[config.mk]
export PLATFORM = sky130hd
export DESIGN_NAME = websocket_frame_deframer
export DESIGN_NICKNAME = d
export VERILOG_FILES = /design/src/design/wsd_pkg.sv /design/src/design/wsd_parser.sv /design/src/design/wsd_queue.sv /design/src/design/wsd_unmask.sv /design/src/design/websocket_frame_deframer.sv
export SDC_FILE = /design/constraint.sdc
export NUM_CORES = 1
export LEC_CHECK = 0
export BUFFER_PORTS_ARGS = -buffer_cell sky130_fd_sc_hd__buf_2
export CAP_MARGIN = 20
export CORE_MARGIN = 2
export CORE_UTILIZATION = 65
export CTS_BUF_LIST = sky130_fd_sc_hd__clkbuf_8
export CTS_CLUSTER_SIZE = 20
export DETAILED_ROUTE_END_ITERATION = 10
export PLACE_DENSITY = 0.84
export SYNTH_ARGS = -nofsm -noshare
export SYNTH_HDL_FRONTEND = slang
export SYNTH_SLANG_ARGS = --single-unit
[constraint.sdc]
create_clock -name i_clk -period 7.4 [get_ports i_clk]
set_input_delay 0.74 -clock i_clk [delete_from_list [all_inputs] [get_ports i_clk]]
set_output_delay 0.74 -clock i_clk [all_outputs]
set_load 0.03 [all_outputs]
[src/design/wsd_pkg.sv]
// Shared types and constants of the WebSocket frame deframer.
package wsd_pkg;

    localparam int LENGTH_WIDTH_DEF = 64;
    localparam int QUEUE_DEPTH_DEF  = 4;

    localparam logic [31:0] MAX_LEN_RESET = 32'd4194304;
    localparam logic [3:0]  OPCODE_CLOSE  = 4'd8;
    localparam logic [6:0]  LEN7_EXT2     = 7'd126;
    localparam logic [6:0]  LEN7_EXT8     = 7'd127;

    typedef enum logic [1:0] {
        KIND_DATA  = 2'd0,
        KIND_EMPTY = 2'd1,
        KIND_CLOSE = 2'd2,
        KIND_LONG  = 2'd3
    } t_kind;

    typedef enum logic [5:0] {
        PH_HDR0 = 6'b000001,
        PH_HDR1 = 6'b000010,
        PH_EXT2 = 6'b000100,
        PH_EXT8 = 6'b001000,
        PH_KEY  = 6'b010000,
        PH_DATA = 6'b100000
    } t_phase;

    typedef struct packed {
        t_kind      kind;
        logic [7:0] data;
        logic [7:0] key;
        logic       last;
    } t_beat;

    typedef struct packed {
        t_kind      kind;
        logic [7:0] payload;
        logic       last;
    } t_result;

endpackage

[src/design/wsd_parser.sv]
// Front part: header parser that turns payload bytes and frame events into result beats.
module wsd_parser #(
    parameter int LENGTH_WIDTH = wsd_pkg::LENGTH_WIDTH_DEF
) (
    input  logic          i_clk,
    input  logic          i_rst_n,
    input  logic          i_valid,
    input  logic [7:0]    i_byte,
    input  logic          i_cfg_we,
    input  logic [31:0]   i_cfg_data,
    output logic          o_wr,
    output wsd_pkg::t_beat o_beat
);

    localparam int LW = LENGTH_WIDTH;
    localparam int CW = (LW > 32) ? LW : 32;

    wsd_pkg::t_phase   r_phase, n_phase;
    logic [3:0]        r_opcode, n_opcode;
    logic              r_masked, n_masked;
    logic [LW-1:0]     r_len, n_len;
    logic [2:0]        r_hcnt, n_hcnt;
    logic [31:0]       r_key, n_key;
    logic [1:0]        r_midx, n_midx;
    logic [LW-1:0]     r_rem, n_rem;
    logic              r_stopped, n_stopped;
    logic [31:0]       r_max_len;

    logic [LW-1:0]     len_val;
    logic [LW-1:0]     rem_dec;
    logic              len_done;
    logic              begin_pl;
    logic              over;

    always_comb begin
        n_phase   = r_phase;
        n_opcode  = r_opcode;
        n_masked  = r_masked;
        n_len     = r_len;
        n_hcnt    = r_hcnt;
        n_key     = r_key;
        n_midx    = r_midx;
        n_rem     = r_rem;
        n_stopped = r_stopped;
        o_wr      = 1'b0;
        o_beat    = '0;
        len_val   = r_len;
        len_done  = 1'b0;
        begin_pl  = 1'b0;
        rem_dec   = (r_rem != '0) ? r_rem - LW'(1) : r_rem;
        if (i_valid && !r_stopped) begin
            unique case (r_phase)
                wsd_pkg::PH_HDR1: begin
                    n_masked = i_byte[7];
                    n_hcnt   = '0;
                    n_len    = '0;
                    if (i_byte[6:0] == wsd_pkg::LEN7_EXT2) begin
                        n_phase = wsd_pkg::PH_EXT2;
                    end else if (i_byte[6:0] == wsd_pkg::LEN7_EXT8) begin
                        n_phase = wsd_pkg::PH_EXT8;
                    end else begin
                        len_val  = LW'(i_byte[6:0]);
                        len_done = 1'b1;
                    end
                end
                wsd_pkg::PH_EXT2, wsd_pkg::PH_EXT8: begin
                    if (r_len[LW-1 -: 8] != 8'd0) begin
                        len_val = '1;
                    end else begin
                        len_val = {r_len[LW-9:0], i_byte};
                    end
                    n_len  = len_val;
                    n_hcnt = r_hcnt + 3'd1;
                    if ((r_phase == wsd_pkg::PH_EXT2 && n_hcnt == 3'd2) ||
                        (r_phase == wsd_pkg::PH_EXT8 && n_hcnt == 3'd0)) begin
                        len_done = 1'b1;
                    end
                end
                wsd_pkg::PH_KEY: begin
                    n_key  = {r_key[23:0], i_byte};
                    n_hcnt = r_hcnt + 3'd1;
                    if (n_hcnt == 3'd4) begin
                        begin_pl = 1'b1;
                    end
                end
                wsd_pkg::PH_DATA: begin
                    n_midx      = r_midx + 2'd1;
                    n_rem       = rem_dec;
                    o_wr        = 1'b1;
                    o_beat.kind = wsd_pkg::KIND_DATA;
                    o_beat.data = i_byte;
                    o_beat.key  = r_key[{~r_midx, 3'b000} +: 8];
                    o_beat.last = (rem_dec == '0);
                    if (rem_dec == '0) begin
                        n_phase = wsd_pkg::PH_HDR0;
                    end
                end
                default: begin
                    n_opcode = i_byte[3:0];
                    n_phase  = wsd_pkg::PH_HDR1;
                end
            endcase
        end

        over = CW'(len_val) > CW'(r_max_len);

        if (len_done) begin
            n_len  = len_val;
            n_hcnt = '0;
            if (r_opcode == wsd_pkg::OPCODE_CLOSE) begin
                n_stopped   = 1'b1;
                o_wr        = 1'b1;
                o_beat.kind = wsd_pkg::KIND_CLOSE;
            end else if (over) begin
                n_stopped   = 1'b1;
                o_wr        = 1'b1;
                o_beat.kind = wsd_pkg::KIND_LONG;
            end else if (n_masked) begin
                n_key   = '0;
                n_phase = wsd_pkg::PH_KEY;
            end else begin
                n_key    = '0;
                begin_pl = 1'b1;
            end
        end

        if (begin_pl) begin
            n_midx = '0;
            n_rem  = len_val;
            n_hcnt = '0;
            if (len_val == '0) begin
                n_phase     = wsd_pkg::PH_HDR0;
                o_wr        = 1'b1;
                o_beat.kind = wsd_pkg::KIND_EMPTY;
                o_beat.last = 1'b1;
            end else begin
                n_phase = wsd_pkg::PH_DATA;
            end
        end
    end

    always_ff @(posedge i_clk) begin
        if (!i_rst_n) begin
            r_phase   <= wsd_pkg::PH_HDR0;
            r_opcode  <= '0;
            r_masked  <= 1'b0;
            r_len     <= '0;
            r_hcnt    <= '0;
            r_key     <= '0;
            r_midx    <= '0;
            r_rem     <= '0;
            r_stopped <= 1'b0;
            r_max_len <= wsd_pkg::MAX_LEN_RESET;
        end else begin
            r_phase   <= n_phase;
            r_opcode  <= n_opcode;
            r_masked  <= n_masked;
            r_len     <= n_len;
            r_hcnt    <= n_hcnt;
            r_key     <= n_key;
            r_midx    <= n_midx;
            r_rem     <= n_rem;
            r_stopped <= n_stopped;
            if (i_cfg_we) begin
                r_max_len <= i_cfg_data;
            end
        end
    end

    a_stop_holds: assert property (@(posedge i_clk) disable iff (!i_rst_n)
        r_stopped |=> r_stopped)
        else $error("stopped flag cleared without reset");

    a_stop_silent: assert property (@(posedge i_clk) disable iff (!i_rst_n)
        r_stopped |-> !o_wr)
        else $error("beat produced after an error");

    a_error_stops: assert property (@(posedge i_clk) disable iff (!i_rst_n)
        (o_wr && (o_beat.kind == wsd_pkg::KIND_CLOSE ||
                  o_beat.kind == wsd_pkg::KIND_LONG)) |=> r_stopped)
        else $error("error beat did not stop the parser");

endmodule

[src/design/wsd_queue.sv]
// Short first-word-fall-through queue of classified beats between parser and output stage.
module wsd_queue #(
    parameter int DEPTH = wsd_pkg::QUEUE_DEPTH_DEF
) (
    input  logic           i_clk,
    input  logic           i_rst_n,
    input  logic           i_wr,
    input  wsd_pkg::t_beat i_beat,
    input  logic           i_rd,
    output wsd_pkg::t_beat o_beat,
    output logic           o_full,
    output logic           o_empty
);

    localparam int AW = (DEPTH > 1) ? $clog2(DEPTH) : 1;
    localparam int CNT_W = $clog2(DEPTH + 1);

    wsd_pkg::t_beat   r_mem [DEPTH];
    logic [AW-1:0]    r_wptr, r_rptr;
    logic [CNT_W-1:0] r_count;
    logic             wr_en, rd_en;

    assign o_full  = (r_count == CNT_W'(DEPTH));
    assign o_empty = (r_count == '0);
    assign wr_en   = i_wr && !o_full;
    assign rd_en   = i_rd && !o_empty;
    assign o_beat  = r_mem[r_rptr];

    always_ff @(posedge i_clk) begin
        if (wr_en) begin
            r_mem[r_wptr] <= i_beat;
        end
    end

    always_ff @(posedge i_clk) begin
        if (!i_rst_n) begin
            r_wptr  <= '0;
            r_rptr  <= '0;
            r_count <= '0;
        end else begin
            if (wr_en) begin
                r_wptr <= (r_wptr == AW'(DEPTH - 1)) ? '0 : r_wptr + AW'(1);
            end
            if (rd_en) begin
                r_rptr <= (r_rptr == AW'(DEPTH - 1)) ? '0 : r_rptr + AW'(1);
            end
            case ({wr_en, rd_en})
                2'b10:   r_count <= r_count + CNT_W'(1);
                2'b01:   r_count <= r_count - CNT_W'(1);
                default: r_count <= r_count;
            endcase
        end
    end

    a_count_bound: assert property (@(posedge i_clk) disable iff (!i_rst_n)
        r_count <= CNT_W'(DEPTH))
        else $error("queue count beyond depth");

    a_no_overrun: assert property (@(posedge i_clk) disable iff (!i_rst_n)
        !(i_wr && o_full))
        else $error("beat written into a full queue");

endmodule

[src/design/wsd_unmask.sv]
// Back part: unmasks queued beats into the output register presented to the receiver.
module wsd_unmask (
    input  logic             i_clk,
    input  logic             i_rst_n,
    input  logic             i_q_empty,
    input  wsd_pkg::t_beat   i_q_beat,
    output logic             o_q_rd,
    input  logic             i_pop,
    output logic             o_empty,
    output wsd_pkg::t_result o_result
);

    logic             r_valid;
    wsd_pkg::t_result r_result;

    assign o_q_rd   = !i_q_empty && (!r_valid || i_pop);
    assign o_empty  = !r_valid;
    assign o_result = r_result;

    always_ff @(posedge i_clk) begin
        if (!i_rst_n) begin
            r_valid <= 1'b0;
        end else if (o_q_rd) begin
            r_valid <= 1'b1;
        end else if (i_pop) begin
            r_valid <= 1'b0;
        end
    end

    always_ff @(posedge i_clk) begin
        if (o_q_rd) begin
            r_result.kind    <= i_q_beat.kind;
            r_result.payload <= i_q_beat.data ^ i_q_beat.key;
            r_result.last    <= i_q_beat.last;
        end
    end

    a_hold_stalled: assert property (@(posedge i_clk) disable iff (!i_rst_n)
        (r_valid && !i_pop) |=> (r_valid && $stable(r_result)))
        else $error("output beat changed while stalled");

endmodule

[src/design/websocket_frame_deframer.sv]
// Top level of the receive-side WebSocket frame deframer.
//
// Input channel: one received stream byte per beat on i_rx_byte, taken when
// push is high and full is low. Result channel: while empty is low the oldest
// result sits on o_kind, o_payload_byte and o_last_of_frame, and is taken when
// pop is high. Configuration channel: i_cfg_valid/o_cfg_ready writes the
// maximum payload length; o_cfg_ready is always high.
// Throughput is one byte per cycle while full is low; the parser updates its
// header state as each byte is taken. A result reaches the output ports via
// the queue and then the output register: the parser writes the queue at the
// edge that takes the byte, and the queue feeds the output register once it is free.
// Header bytes give no result unless one ends a close, over-limit or empty header.
// When the receiver stalls, results pile up in the beat queue (QUEUE_DEPTH
// entries) plus the output register; full rises once the queue is full.
// Reset (synchronous, active low) empties the queue, returns the parser to the
// first header byte, clears the error stop and restores the limit to 4 MiB.
// After a close or over-limit error every further byte is taken and dropped.
module websocket_frame_deframer #(
    parameter int LENGTH_WIDTH = wsd_pkg::LENGTH_WIDTH_DEF,
    parameter int QUEUE_DEPTH  = wsd_pkg::QUEUE_DEPTH_DEF
) (
    input  logic        i_clk,
    input  logic        i_rst_n,
    input  logic        push,
    output logic        full,
    input  logic [7:0]  i_rx_byte,
    output logic        empty,
    input  logic        pop,
    output logic [1:0]  o_kind,
    output logic [7:0]  o_payload_byte,
    output logic        o_last_of_frame,
    input  logic        i_cfg_valid,
    output logic        o_cfg_ready,
    input  logic [31:0] i_cfg_data
);

    logic             in_beat;
    logic             p_wr;
    wsd_pkg::t_beat   p_beat;
    wsd_pkg::t_beat   q_beat;
    logic             q_rd;
    logic             q_empty;
    wsd_pkg::t_result result;

    assign o_cfg_ready = 1'b1;
    assign in_beat     = push && !full;

    wsd_parser #(
        .LENGTH_WIDTH(LENGTH_WIDTH)
    ) u_parser (
        .i_clk      (i_clk),
        .i_rst_n    (i_rst_n),
        .i_valid    (in_beat),
        .i_byte     (i_rx_byte),
        .i_cfg_we   (i_cfg_valid && o_cfg_ready),
        .i_cfg_data (i_cfg_data),
        .o_wr       (p_wr),
        .o_beat     (p_beat)
    );

    wsd_queue #(
        .DEPTH(QUEUE_DEPTH)
    ) u_queue (
        .i_clk   (i_clk),
        .i_rst_n (i_rst_n),
        .i_wr    (p_wr),
        .i_beat  (p_beat),
        .i_rd    (q_rd),
        .o_beat  (q_beat),
        .o_full  (full),
        .o_empty (q_empty)
    );

    wsd_unmask u_unmask (
        .i_clk     (i_clk),
        .i_rst_n   (i_rst_n),
        .i_q_empty (q_empty),
        .i_q_beat  (q_beat),
        .o_q_rd    (q_rd),
        .i_pop     (pop),
        .o_empty   (empty),
        .o_result  (result)
    );

    assign o_kind          = result.kind;
    assign o_payload_byte  = result.payload;
    assign o_last_of_frame = result.last;

endmodule
## Yosys cells after proc, flatten, opt, wreduce, memory -nomap -nowiden

Memories as Yosys holds them, arrays and structs flattened. A register that Yosys moved wholly into a read port is not among the register bits.
Cells that the tools add are included.

- Add/subtract/negate cells: 7
- Order comparisons: 1
- Equal/unequal tests: 15
- Shift operators: 1
- Mux-type cells: 70
- Bitwise operators: 4
- Reductions and logical operators: 38

Operators by type and width:

| kind | number |
|---|---|
| 2-to-1 mux 64 bit | 10 |
| one-hot mux 64 bit (2 select lines) | 2 |
| 2-to-1 mux 32 bit | 5 |
| logical NOT 64 bit | 2 |
| greater-than comparator 64 x 32 -> 1 bit | 1 |
| nonzero test 64 bit | 1 |
| subtractor 64 x 1 -> 64 bit (second input constant) | 1 |
| 2-to-1 mux 6 bit | 10 |
| variable part select 32 x 6 -> 8 bit | 1 |
| 2-to-1 mux 1 bit | 28 |
| 2-to-1 mux 19 bit | 1 |
| 2-to-1 mux 2 bit | 9 |
| one-hot mux 6 bit (3 select lines) | 1 |
| 2-to-1 mux 17 bit | 1 |
| == test 7 bit (second input constant) | 2 |
| nonzero test 2 bit | 7 |
| one-hot mux 3 bit (2 select lines) | 2 |
| AND reduction 2 bit | 6 |
| nonzero test 8 bit | 1 |
| bitwise XOR 8 bit | 1 |
| logical AND 1 bit | 7 |
| adder 2 x 1 -> 2 bit (second input constant) | 3 |
| adder 3 x 1 -> 3 bit (second input constant) | 2 |
| == test 2 bit (second input constant) | 3 |
| other kinds (20) | 29 |

- Register bits after elaboration: 228
- Memory bits (writable): 76
- Bits of input ports: 45
- Output and inout bits: 14
- Logic and storage cells: 154
- Memories: 1

Memories:

| memory | words | width | read ports | clocked after Yosys merged registers in | write ports | line | RTL |
|---|---|---|---|---|---|---|---|
| u_queue.r_mem | 4 | 19 | 1 | 1 | 1 | wsd_queue.sv:18 | `wsd_pkg::t_beat r_mem [DEPTH];` |

## Logic depth before layout (Yosys ltp)

Gate-level depths: netlist of the first run.

- Depth in word-level cells: 14
- Depth in mapped cells: 26
- Depth with buffers taken out: 23

## By module

From an unflattened synthesis of the first run, not the netlist that was laid out.

- Cells, all modules: 1760
- Area, all modules: 15856.5 um^2

By module, submodules not included:

| module | instances | cells an instance | area an instance (um^2) | sequential area each (um^2) |
|---|---|---|---|---|
| wsd_parser | 1 | 1578 | 12104.1 | 4184.0 |
| wsd_queue | 1 | 155 | 3279.4 | 2462.4 |
| wsd_unmask | 1 | 24 | 447.9 | 350.3 |
| websocket_frame_deframer | 1 | 3 | 25.0 | 0.0 |

## Least setup slack after synthesis of the first run

Ideal clock, no wire load.

- Path kind: register -> register
- From: register u_queue.r_count[0]
- To: register u_queue.r_count[2]
- Library setup time: 0.070 ns
- Data arrival time: 5.967 ns
- Data required time: 7.330 ns
- Slack: 1.362 ns
- Stages on the path, launching flop included: 24
- Buffers on the path: 3
- Period minus slack after synthesis: 6.038 ns
- Cell sequence: dfxtp_1 -> nor3b_1 -> nor3b_2 -> nand2_1 -> clkbuf_1 -> clkbuf_1 -> buf_1 -> nor2_1 -> a21o_1 -> ha_1 -> a2111oi_0 -> o211ai_1 -> a22o_1 -> nor3_1 -> o21ai_0 -> o21a_1 -> or3_4 -> inv_2 -> ha_1 -> inv_1 -> fa_1 -> xor2_1 -> or3_1 -> a21oi_1

- Longest elaborated chain between the ends: 14
- Elaborated cells on any way between the ends: 31
- Classes of those cells: 2 x add/sub; 1 x order compare; 3 x eq/ne; 15 x mux; 10 x reduce/logical

RTL lines:

| element | line | RTL |
|---|---|---|
| from (decl) | wsd_queue.sv:20 | `logic [CNT_W-1:0] r_count;` |
| from (signal assigned) | wsd_queue.sv:48 | `2'b10: r_count <= r_count + CNT_W'(1);` |
| from (signal assigned) | wsd_queue.sv:49 | `2'b01: r_count <= r_count - CNT_W'(1);` |
| from (signal assigned) | wsd_queue.sv:50 | `default: r_count <= r_count;` |
| == test 3 bit (*) | wsd_queue.sv:23 | `assign o_full = (r_count == CNT_W'(DEPTH));` |
| named net full | websocket_frame_deframer.sv:25 | `output logic full,` |
| logical NOT 1 bit (*) | wsd_queue.sv:25, websocket_frame_deframer.sv:46 |  |
| logical AND 1 bit | websocket_frame_deframer.sv:46 | `assign in_beat = push && !full;` |
| logical AND 1 bit | wsd_parser.sv:51 | `if (i_valid && !r_stopped) begin` |
| 2-to-1 mux 64 bit | wsd_parser.sv:51 |  |
| greater-than comparator 64 x 32 -> 1 bit | wsd_parser.sv:105 | `over = CW'(len_val) > CW'(r_max_len);` |
| 2-to-1 mux 1 bit | wsd_parser.sv:114 | `end else if (over) begin` |
| 2-to-1 mux 1 bit | wsd_parser.sv:110 | `if (r_opcode == wsd_pkg::OPCODE_CLOSE) begin` |
| 2-to-1 mux 1 bit | wsd_parser.sv:107 | `if (len_done) begin` |
| 2-to-1 mux 1 bit | wsd_parser.sv:131 | `if (len_val == '0) begin` |
| 2-to-1 mux 1 bit | wsd_parser.sv:127 | `if (begin_pl) begin` |
| logical AND 1 bit (*) | wsd_queue.sv:25 | `assign wr_en = i_wr && !o_full;` |
| == test 2 x 1 -> 1 bit / == test 2 bit (equally long branches) | wsd_queue.sv:47 | `case ({wr_en, rd_en})` |
| one-hot mux 3 bit (2 select lines) / nonzero test 2 bit (equally long branches) | -- |  |

Mark *: on every way through the listed nets, which the timed path passes. The rest lies on a longest branch.
A chain may end at the register's enable or synchronous reset.

## Worst setup path after layout of the first run

- From: register u_queue.r_count[2]
- To: register u_queue.r_count[2]

- Longest elaborated chain between the ends: 14
- Elaborated cells on any way between the ends: 31
- Classes of those cells: 2 x add/sub; 1 x order compare; 3 x eq/ne; 15 x mux; 10 x reduce/logical

RTL lines:

| element | line |
|---|---|
| == test 3 bit | wsd_queue.sv:23 |
| logical NOT 1 bit | wsd_queue.sv:25, websocket_frame_deframer.sv:46 |
| logical AND 1 bit | websocket_frame_deframer.sv:46 |
| logical AND 1 bit | wsd_parser.sv:51 |
| 2-to-1 mux 64 bit | wsd_parser.sv:51 |
| greater-than comparator 64 x 32 -> 1 bit | wsd_parser.sv:105 |
| 2-to-1 mux 1 bit | wsd_parser.sv:114 |
| 2-to-1 mux 1 bit | wsd_parser.sv:110 |
| 2-to-1 mux 1 bit | wsd_parser.sv:107 |
| 2-to-1 mux 1 bit | wsd_parser.sv:131 |
| 2-to-1 mux 1 bit | wsd_parser.sv:127 |
| logical AND 1 bit | wsd_queue.sv:25 |
| == test 2 x 1 -> 1 bit / == test 2 bit (equally long branches) | wsd_queue.sv:47 |
| one-hot mux 3 bit (2 select lines) / nonzero test 2 bit (equally long branches) | -- |

Parallel ways exist; a longest one is shown, timed or not.

==> results.md, run 1 <==
- Status: finished clean
- Global-route wire length before repair: 78200 um
- Hold Path Class: primary input to register
- Hold Slack: 382.9 ps
- Syn avg cell area: roughly 8.6 sq um
- Initial antenna violation count: 0
- TritonCTS clock tree: built
- Gpl congestion: around 1.0
- Slew at the pin with the worst max-slew slack: 1163 ps
- Post-CTS setup buffers: 0
- Reg-to-reg endpoint: u_queue.r_count[2]
- Predominant post-synthesis flop cell: dfxtp_1
- Largest delay contributor family on the critical path: compound AO/OA/AOI/OAI gates
- Hold path cells: 3
- HPWL Detailed: 35770 um
- Worst r2r src: u_queue.r_count[2]
- Post-CTS sizing: 0
- DR pass1 iterations: 6
- I/O pins: 59
- Worst Hold End: u_parser.r_max_len[29]
- Critical path type: register to register
- # diodes: 0
- Vias per cell: 6.686
- Cells after DPL: 2198
- Starting Density: 0.6593
- Vias in the first global route: 14420
- Startpoint types: register
- Reg2Reg Setup Slack: ~940 ps
- Area grow syn2layout: 8.760%
- Total negative slack: 0 ps
- Finished Layout Cells: 2290
- DR WL/cell: between 20 and 25 um
- Ys Warns: 0
- Worst path required time: 7910 ps
- Final Setup Violations: 0
- Routed Antenna Nets: 0
- RSZ-0062 raised after global routing: false
- Clock tree buffer depth: 3
- Register area share after synthesis: 0.4226
- Most instantiated library cell after synthesis: nor2_1
- Clk slew on worst S/H paths: 60 ps
- Flop pwr share: 0.482
- Nets: 2009
- Worst path bufs/invs: 3
- Post-synthesis instance area: between 15000 and 20000 sq um
- Cell row count: 58
- Clk sink count: 306
- Post-route DRC: 0
- GR Overflow Total: 0
- H-tree levels: 2
- Rel. slew slack: 0.2248
- Layout cell share with drive strength beyond 1: 0.1128
- Final instance area: approximately 18000 sq um
- Core Area: 25110 sq um
- Routed WL: between 40000 and 50000 um
- Combinational share of power: 0.120
- Worst-skew pair later-pin latency: approximately 600 ps
- Final Hold Fails: 0
- Max Cap Viol: 0
- DRT iter0 DRCs: 1966
- Worst setup margin: 939.9 ps
- Largest net degree at the start of global routing: 81
- Setup crit end kind: register
- Sw Ratio: 0.2692
- Via Count: between 15000 and 20000
- Die width: around 160 um
- Clock network power share: 0.398
- Slowest cell on the critical path: a211o_2
- Internal cell power: 2.793 mW
- Port buffer count: 57
- Placement Cell Area: roughly 17000 sq um
- Register bit count reported by yosys: 306
- Worst Path Max Fanout: 58
- Synth area leaders: dfxtp_1 26%, edfxtp_1 16%, a21oi_1 6.5%, nor2_1 6.4%, nand2_1 3.7%
- Die ar.: between 20000 and 30000 sq um
- Syn Inst Count: 1914
- Synth top cells by count: 282 x nor2_1, 219 x dfxtp_1, 215 x a21oi_1, 163 x nand2_1, 103 x clkbuf_1
- Max incr delay on CP: 870 ps
- CP arrival: between 6000 and 7000 ps
- Die H: 163.6 um
- Clk_skew: 28.88 ps
- GRT Total Usage: 0.3738
- Async set-reset flop share out of synthesis: 0
- Sw power: between 1 and 1.5 mW
- CP cell instances: nor3b_1, or3b_1, buf_4, a211o_2, nand2b_1, and2_1, ha_1, a21oi_1, o21ai_0, o31ai_1, o22ai_1, nor3_1, o21ai_0, o21a_1, or3_4, inv_2, ha_1, inv_1, fa_1, xor2_1, or3_1, a21oi_1
- Reg2reg path depth: 22
- Syn_nets: about 2000
- Worst hold start: i_cfg_data[29]
- Post-synth EDFFs: 87
- Largest area contributor in the netlist: dfxtp_1
- Synth top area share: 0.2648
- Tmin final: 6460 ps
- Slew Limit Fails: 0
- Fmax: 154.8 MHz
- Synth unique cells: 84
- Pre-CTS worst setup slack: 1002 ps
- Leak Pwr: 7.395 nW
- PwrDens: roughly 210 nW/um^2
- Period utilization: 0.8730
- TritonCTS Buffers: 50
- Hold buffers post-CTS: 0
- CTS root buffer: clkbuf_8
- Peak VDD IR: 0.0002059 V
worst register-to-register path, stage by stage (launching register included):
cell      delay (ps)
dfxtp_1          380
nor3b_1          450
or3b_1           180
buf_4            200
a211o_2          870
nand2b_1         210
and2_1           220
ha_1             180
a21oi_1          180
o21ai_0          130
o31ai_1          420
o22ai_1          160
nor3_1           450
o21ai_0          300
o21a_1           320
or3_4            400
inv_2             80
ha_1             190
inv_1             70
fa_1             370
xor2_1           160
or3_1            310
a21oi_1          150
registers in the layout (all words and copies together), names as in the netlist, named ones only:
signal and flops:
u_parser.r_rem 64, u_parser.r_key 32, u_unmask.r_valid 1, u_parser.r_hcnt 3, u_parser.r_max_len 32, u_parser.r_phase 6
u_parser.r_len 64, u_parser.r_stopped 1, u_parser.r_midx 2, u_queue.r_rptr 2, u_queue.r_mem 76, u_queue.r_wptr 2
u_parser.r_opcode 4, u_parser.r_masked 1, u_unmask.o_result 11, u_queue.r_count 3
cells by family after synthesis:
family                   after synthesis  synth area share
AO/OA/AOI/OAI                        465            0.1747
XOR/XNOR                              70           0.03703
adder cells (fa/ha/maj)               44           0.03371
buffers and inverters                179           0.04232
flip-flops                           306            0.4226
multiplexers                          57           0.04882
other                                  1         0.0002265
AND/OR/NAND/NOR                      792            0.2406
cells in the final DEF (no fill, tap or decap), drive strengths merged, types with 52 or more instances in the layout:
master	count
edfxtp	87
clkbuf	60
a21oi	215
nor3	60
nand2	163
xor2	57
nor4	52
buf	82
dfxtp	219
inv	71
nor2	285
o21ai	85
through the flow:
stage / total power [mW] / util
finish: 3.822 / 0.7171
global route: 3.956 / 0.7171
CTS: 3.828 / 0.7171
detailed placement: 2.329 / 0.6756
global placement: 2.311 / 0.6754
floorplan: 2.189 / -
layout make-up:
class | instances | area (sq um)
clock buffer | 60 | 825.8
clock inverter | 32 | 216.5
fill | 1984 | 7104
inverter | 51 | 193.9
multi-input combinational | 1429 | 8876
sequential | 306 | 6997
tap | 330 | 412.9
timing repair buffer | 82 | 483.0
metal layers:
| metal | vias up | track usage | wire length, um |
|---|---|---|---|
| met4 | 0 | 0.1962 | 2783 |
| met5 | - | 0 | 0 |
| met2 | 893 | 0.6005 | 23010 |
| li1 | 6961 | - | - |
| met1 | 7265 | 0.4828 | 19600 |
| met3 | 191 | 0.06805 | 4574 |
worst max-delay path by stage:
stage,endpoint,startpoint,slack (ps),depth (start not counted)
6_report,u_queue.r_count[2],u_queue.r_count[2],940,22
3_3_place_gp,u_queue.r_count[2],push,1110,20
5_1_grt,u_queue.r_count[2],u_parser.r_phase[1],600,19
4_1_cts,u_queue.r_count[2],u_queue.r_count[2],1140,22
3_5_place_dp,u_queue.r_count[2],push,1000,20
2_1_floorplan,u_queue.r_count[2],u_queue.r_count[0],1360,23
power by group through the flow:
stage                     Clock (mW)  Sequential (mW)  Combinational (mW)
after floorplan                    0             1.92               0.270
after detailed placement           0             1.88               0.452
after global placement             0             1.87               0.438
after CTS                       1.53             1.84               0.456
final                           1.52             1.84               0.460
after global routing            1.61             1.85               0.497
Power figures use the tool's default switching activity.
==> inputs of run 2 (changes only) <==
CAP_MARGIN = default   (was 20)
CORE_UTILIZATION = 60   (was 65)
PLACE_DENSITY = 0.79   (was 0.84)
==> run 2 against run 1 <==
Effect of this change: global-route usage fell by 3.5 points; clock skew rose by 7.6 ps; via count fell by 1.4%; critical path type unchanged; critical endpoint unchanged.
==> results.md, run 2 (same netlist as run 1, synthesis figures left out) <==
- Vias in the first global route: 14070 (was 14420)
- Clk sink count: 306 (unchanged)
- Max incr delay on CP: 650 ps (was 870 ps)
- CTS root buffer: clkbuf_8 (unchanged)
- Slew Limit Fails: 0 (unchanged)
- Worst hold start: i_cfg_data[6] (was i_cfg_data[29])
- Reg with most FFs: u_queue.r_mem (unchanged)
- Worst-skew pair later-pin latency: 600 ps (about the same)
- Max FFs per register: 76 (unchanged)
- Startpoint types: register (unchanged)
- Gpl congestion: 0.9944 (was 1.044)
- RSZ-0062 raised after global routing: false (unchanged)
- Max Cap Viol: 0 (unchanged)
- Total negative slack: 0 ps (unchanged)
- Via Count: 15090 (was 15310)
- Clock tree buffer depth: 3 (unchanged)
- Die width: 170.1 um (was 163.6 um)
- Worst r2r src: u_queue.r_count[2] (unchanged)
- Hold Slack: 395.1 ps (was 382.9 ps)
- Reg2Reg Setup Slack: 1000 ps (was 940 ps)
- Launch point of the critical path: u_queue.r_count[2] (unchanged)
- Register area: 6997 sq um (unchanged)
- PwrDens: 207.1 nW/um^2 (was 212.3 nW/um^2)
- # diodes: 0 (unchanged)
- Rel. slew slack: 0.2472 (was 0.2248)
- Final Hold Fails: 0 (unchanged)
- Worst Path Max Fanout: 33 (was 58)
- Highest-count cells in the layout ignoring fill and taps: 279 x nor2_1, 219 x dfxtp_1, 215 x a21oi_1 (unchanged)
- Core Area: 27030 sq um (was 25110 sq um)
- H-tree levels: 2 (unchanged)
- Worst path required time: 7920 ps (was 7910 ps)
- Period utilization: 0.8642 (was 0.8730)
- Reg2reg path depth: 21 (was 22)
- Post-route DRC: 0 (unchanged)
- Fmax: 156.4 MHz (was 154.8 MHz)
- HPWL Detailed: 34840 um (was 35770 um)
- Leak Pwr: 7.335 nW (was 7.395 nW)
- Reg-to-reg endpoint: u_queue.r_count[2] (unchanged)
- GRT Total Usage: 0.3389 (was 0.3738)
- Clk_skew: 36.46 ps (was 28.88 ps)
- Setup crit end kind: register (unchanged)
- Post-CTS setup buffers: 0 (unchanged)
- Starting Density: 0.6125 (was 0.6593)
- Cell row count: 60 (was 58)
- DRT iter0 DRCs: 1792 (was 1966)
- Vias per cell: 6.564 (was 6.686)
- Critical path type: register to register (unchanged)
- DR WL/cell: 21.34 um (was 21.82 um)
- Final instance area: 17950 sq um (was 18000 sq um)
- Layout cell share with drive strength beyond 1: 0.1113 (was 0.1128)
- Routed Antenna Nets: 0 (unchanged)
- I/O pins: 59 (unchanged)
- Placement Cell Area: 16990 sq um (was 16960 sq um)
- Global-route wire length before repair: 77000 um (was 78200 um)
- Final Setup Violations: 0 (unchanged)
- Peak VDD IR: 0.0001394 V (was 0.0002059 V)
- Commonest non-fill, non-tap cell in the layout: nor2_1 (unchanged)
- Clk slew on worst S/H paths: 60 ps (about the same)
- Nets: 2010 (was 2009)
- Tmin final: 6395 ps (was 6460 ps)
- Crit path capture: u_queue.r_count[2] (unchanged)
- Initial antenna violation count: 0 (unchanged)
- Port buffer count: 57 (unchanged)
- Fillers: 2256 (was 1984)
- Hold buffers post-CTS: 0 (unchanged)
- Largest net degree at the start of global routing: 83 (was 81)
- TritonCTS clock tree: built (unchanged)
- Die ar.: 28940 sq um (was 26760 sq um)
- Status: finished clean (unchanged)
- Post-CTS sizing: 0 (unchanged)
- TritonCTS Buffers: 50 (unchanged)
- PnR Total Power: 3.717 mW (was 3.822 mW)
- Area grow syn2layout: 8.435% (was 8.760%)
- CP cell instances: nor3b_1, or3b_1, a211o_2, nand2b_1, and2_1, ha_1, a21oi_1, o21ai_0, o31ai_1, o22ai_1, nor3_1, o21ai_0, o21a_1, or3_4, inv_2, ha_1, inv_1, fa_1, xor2_1, or3_1, a21oi_1 (was nor3b_1, or3b_1, buf_4, a211o_2, nand2b_1, and2_1, ha_1, a21oi_1, o21ai_0, o31ai_1, o22ai_1, nor3_1, o21ai_0, o21a_1, or3_4, inv_2, ha_1, inv_1, fa_1, xor2_1, or3_1, a21oi_1)
- GR Overflow Total: 0 (unchanged)
- Slowest cell on the critical path: a211o_2 (unchanged)
- Slew at the pin with the worst max-slew slack: 1119 ps (was 1163 ps)
- Routed WL: 49070 um (was 49970 um)
- CP arrival: 6920 ps (was 6970 ps)
- Hold Path Class: primary input to register (unchanged)
- Top flop regs: u_queue.r_mem: 76 flops, u_parser.r_len: 64 flops, u_parser.r_rem: 64 flops (unchanged)
- Die H: 170.1 um (was 163.6 um)
- Area of the multi-input gates: 8876 sq um (unchanged)
- DR pass1 iterations: 6 (unchanged)
==> run 2: metrics by stage <==
step / setup slack, ps / utilization / instances
2_1_floorplan: 1362 / - / 1914
4_1_cts: 1281 / 0.6642 / 2299
3_3_place_gp: 1195 / 0.6285 / 2210
5_1_grt: 706.5 / 0.6642 / 2299
3_5_place_dp: 1082 / 0.6285 / 2210
6_report: 1005 / 0.6642 / 2299
==> run 2: per-layer routing <==
metal  vias to the layer above  GRT usage  share of wire
li1                       6969          -              -
met1                      7214     0.4390           0.40
met2                       755     0.5620           0.47
met3                       153    0.05488          0.087
met4                         0     0.1475          0.044
met5                         -          0              0
==> run 2: critical path, delay by kind of cell, from the launching register on <==
family | cells | cell delay, ps
compound gates | 8 | 2310
fa+ha+maj | 3 | 740
xor+xnor | 1 | 160
simple gates | 7 | 2610
flops | 1 | 360
buf+inv | 2 | 150
==> run 2: layout make-up <==
class	instances	area share
Inverter	51	0.01080
Multi-Input combinational cell	1429	0.4945
Timing Repair Buffer	83	0.02746
Clock inverter	31	0.009270
Sequential cell	306	0.3898
Tap cell	341	0.02377
Clock buffer	58	0.04447
==> run 2: power breakdown <==
group          leakage, nW  total (mW)  internal, mW  switching, mW
Clock                0.539        1.42         0.750          0.672
Sequential            2.62        1.84          1.79         0.0458
Combinational         4.17       0.455         0.158          0.298
==> run 2: worst min-delay path by stage <==
stage	end	slack [ps]	cells past startpoint
3_3_place_gp	u_parser.r_key[25]	440	2
6_report	u_parser.r_max_len[6]	400	3
3_5_place_dp	u_parser.r_key[25]	450	2
4_1_cts	u_parser.r_max_len[22]	380	3
2_1_floorplan	u_parser.r_opcode[3]	430	2
5_1_grt	u_parser.r_max_len[4]	400	3
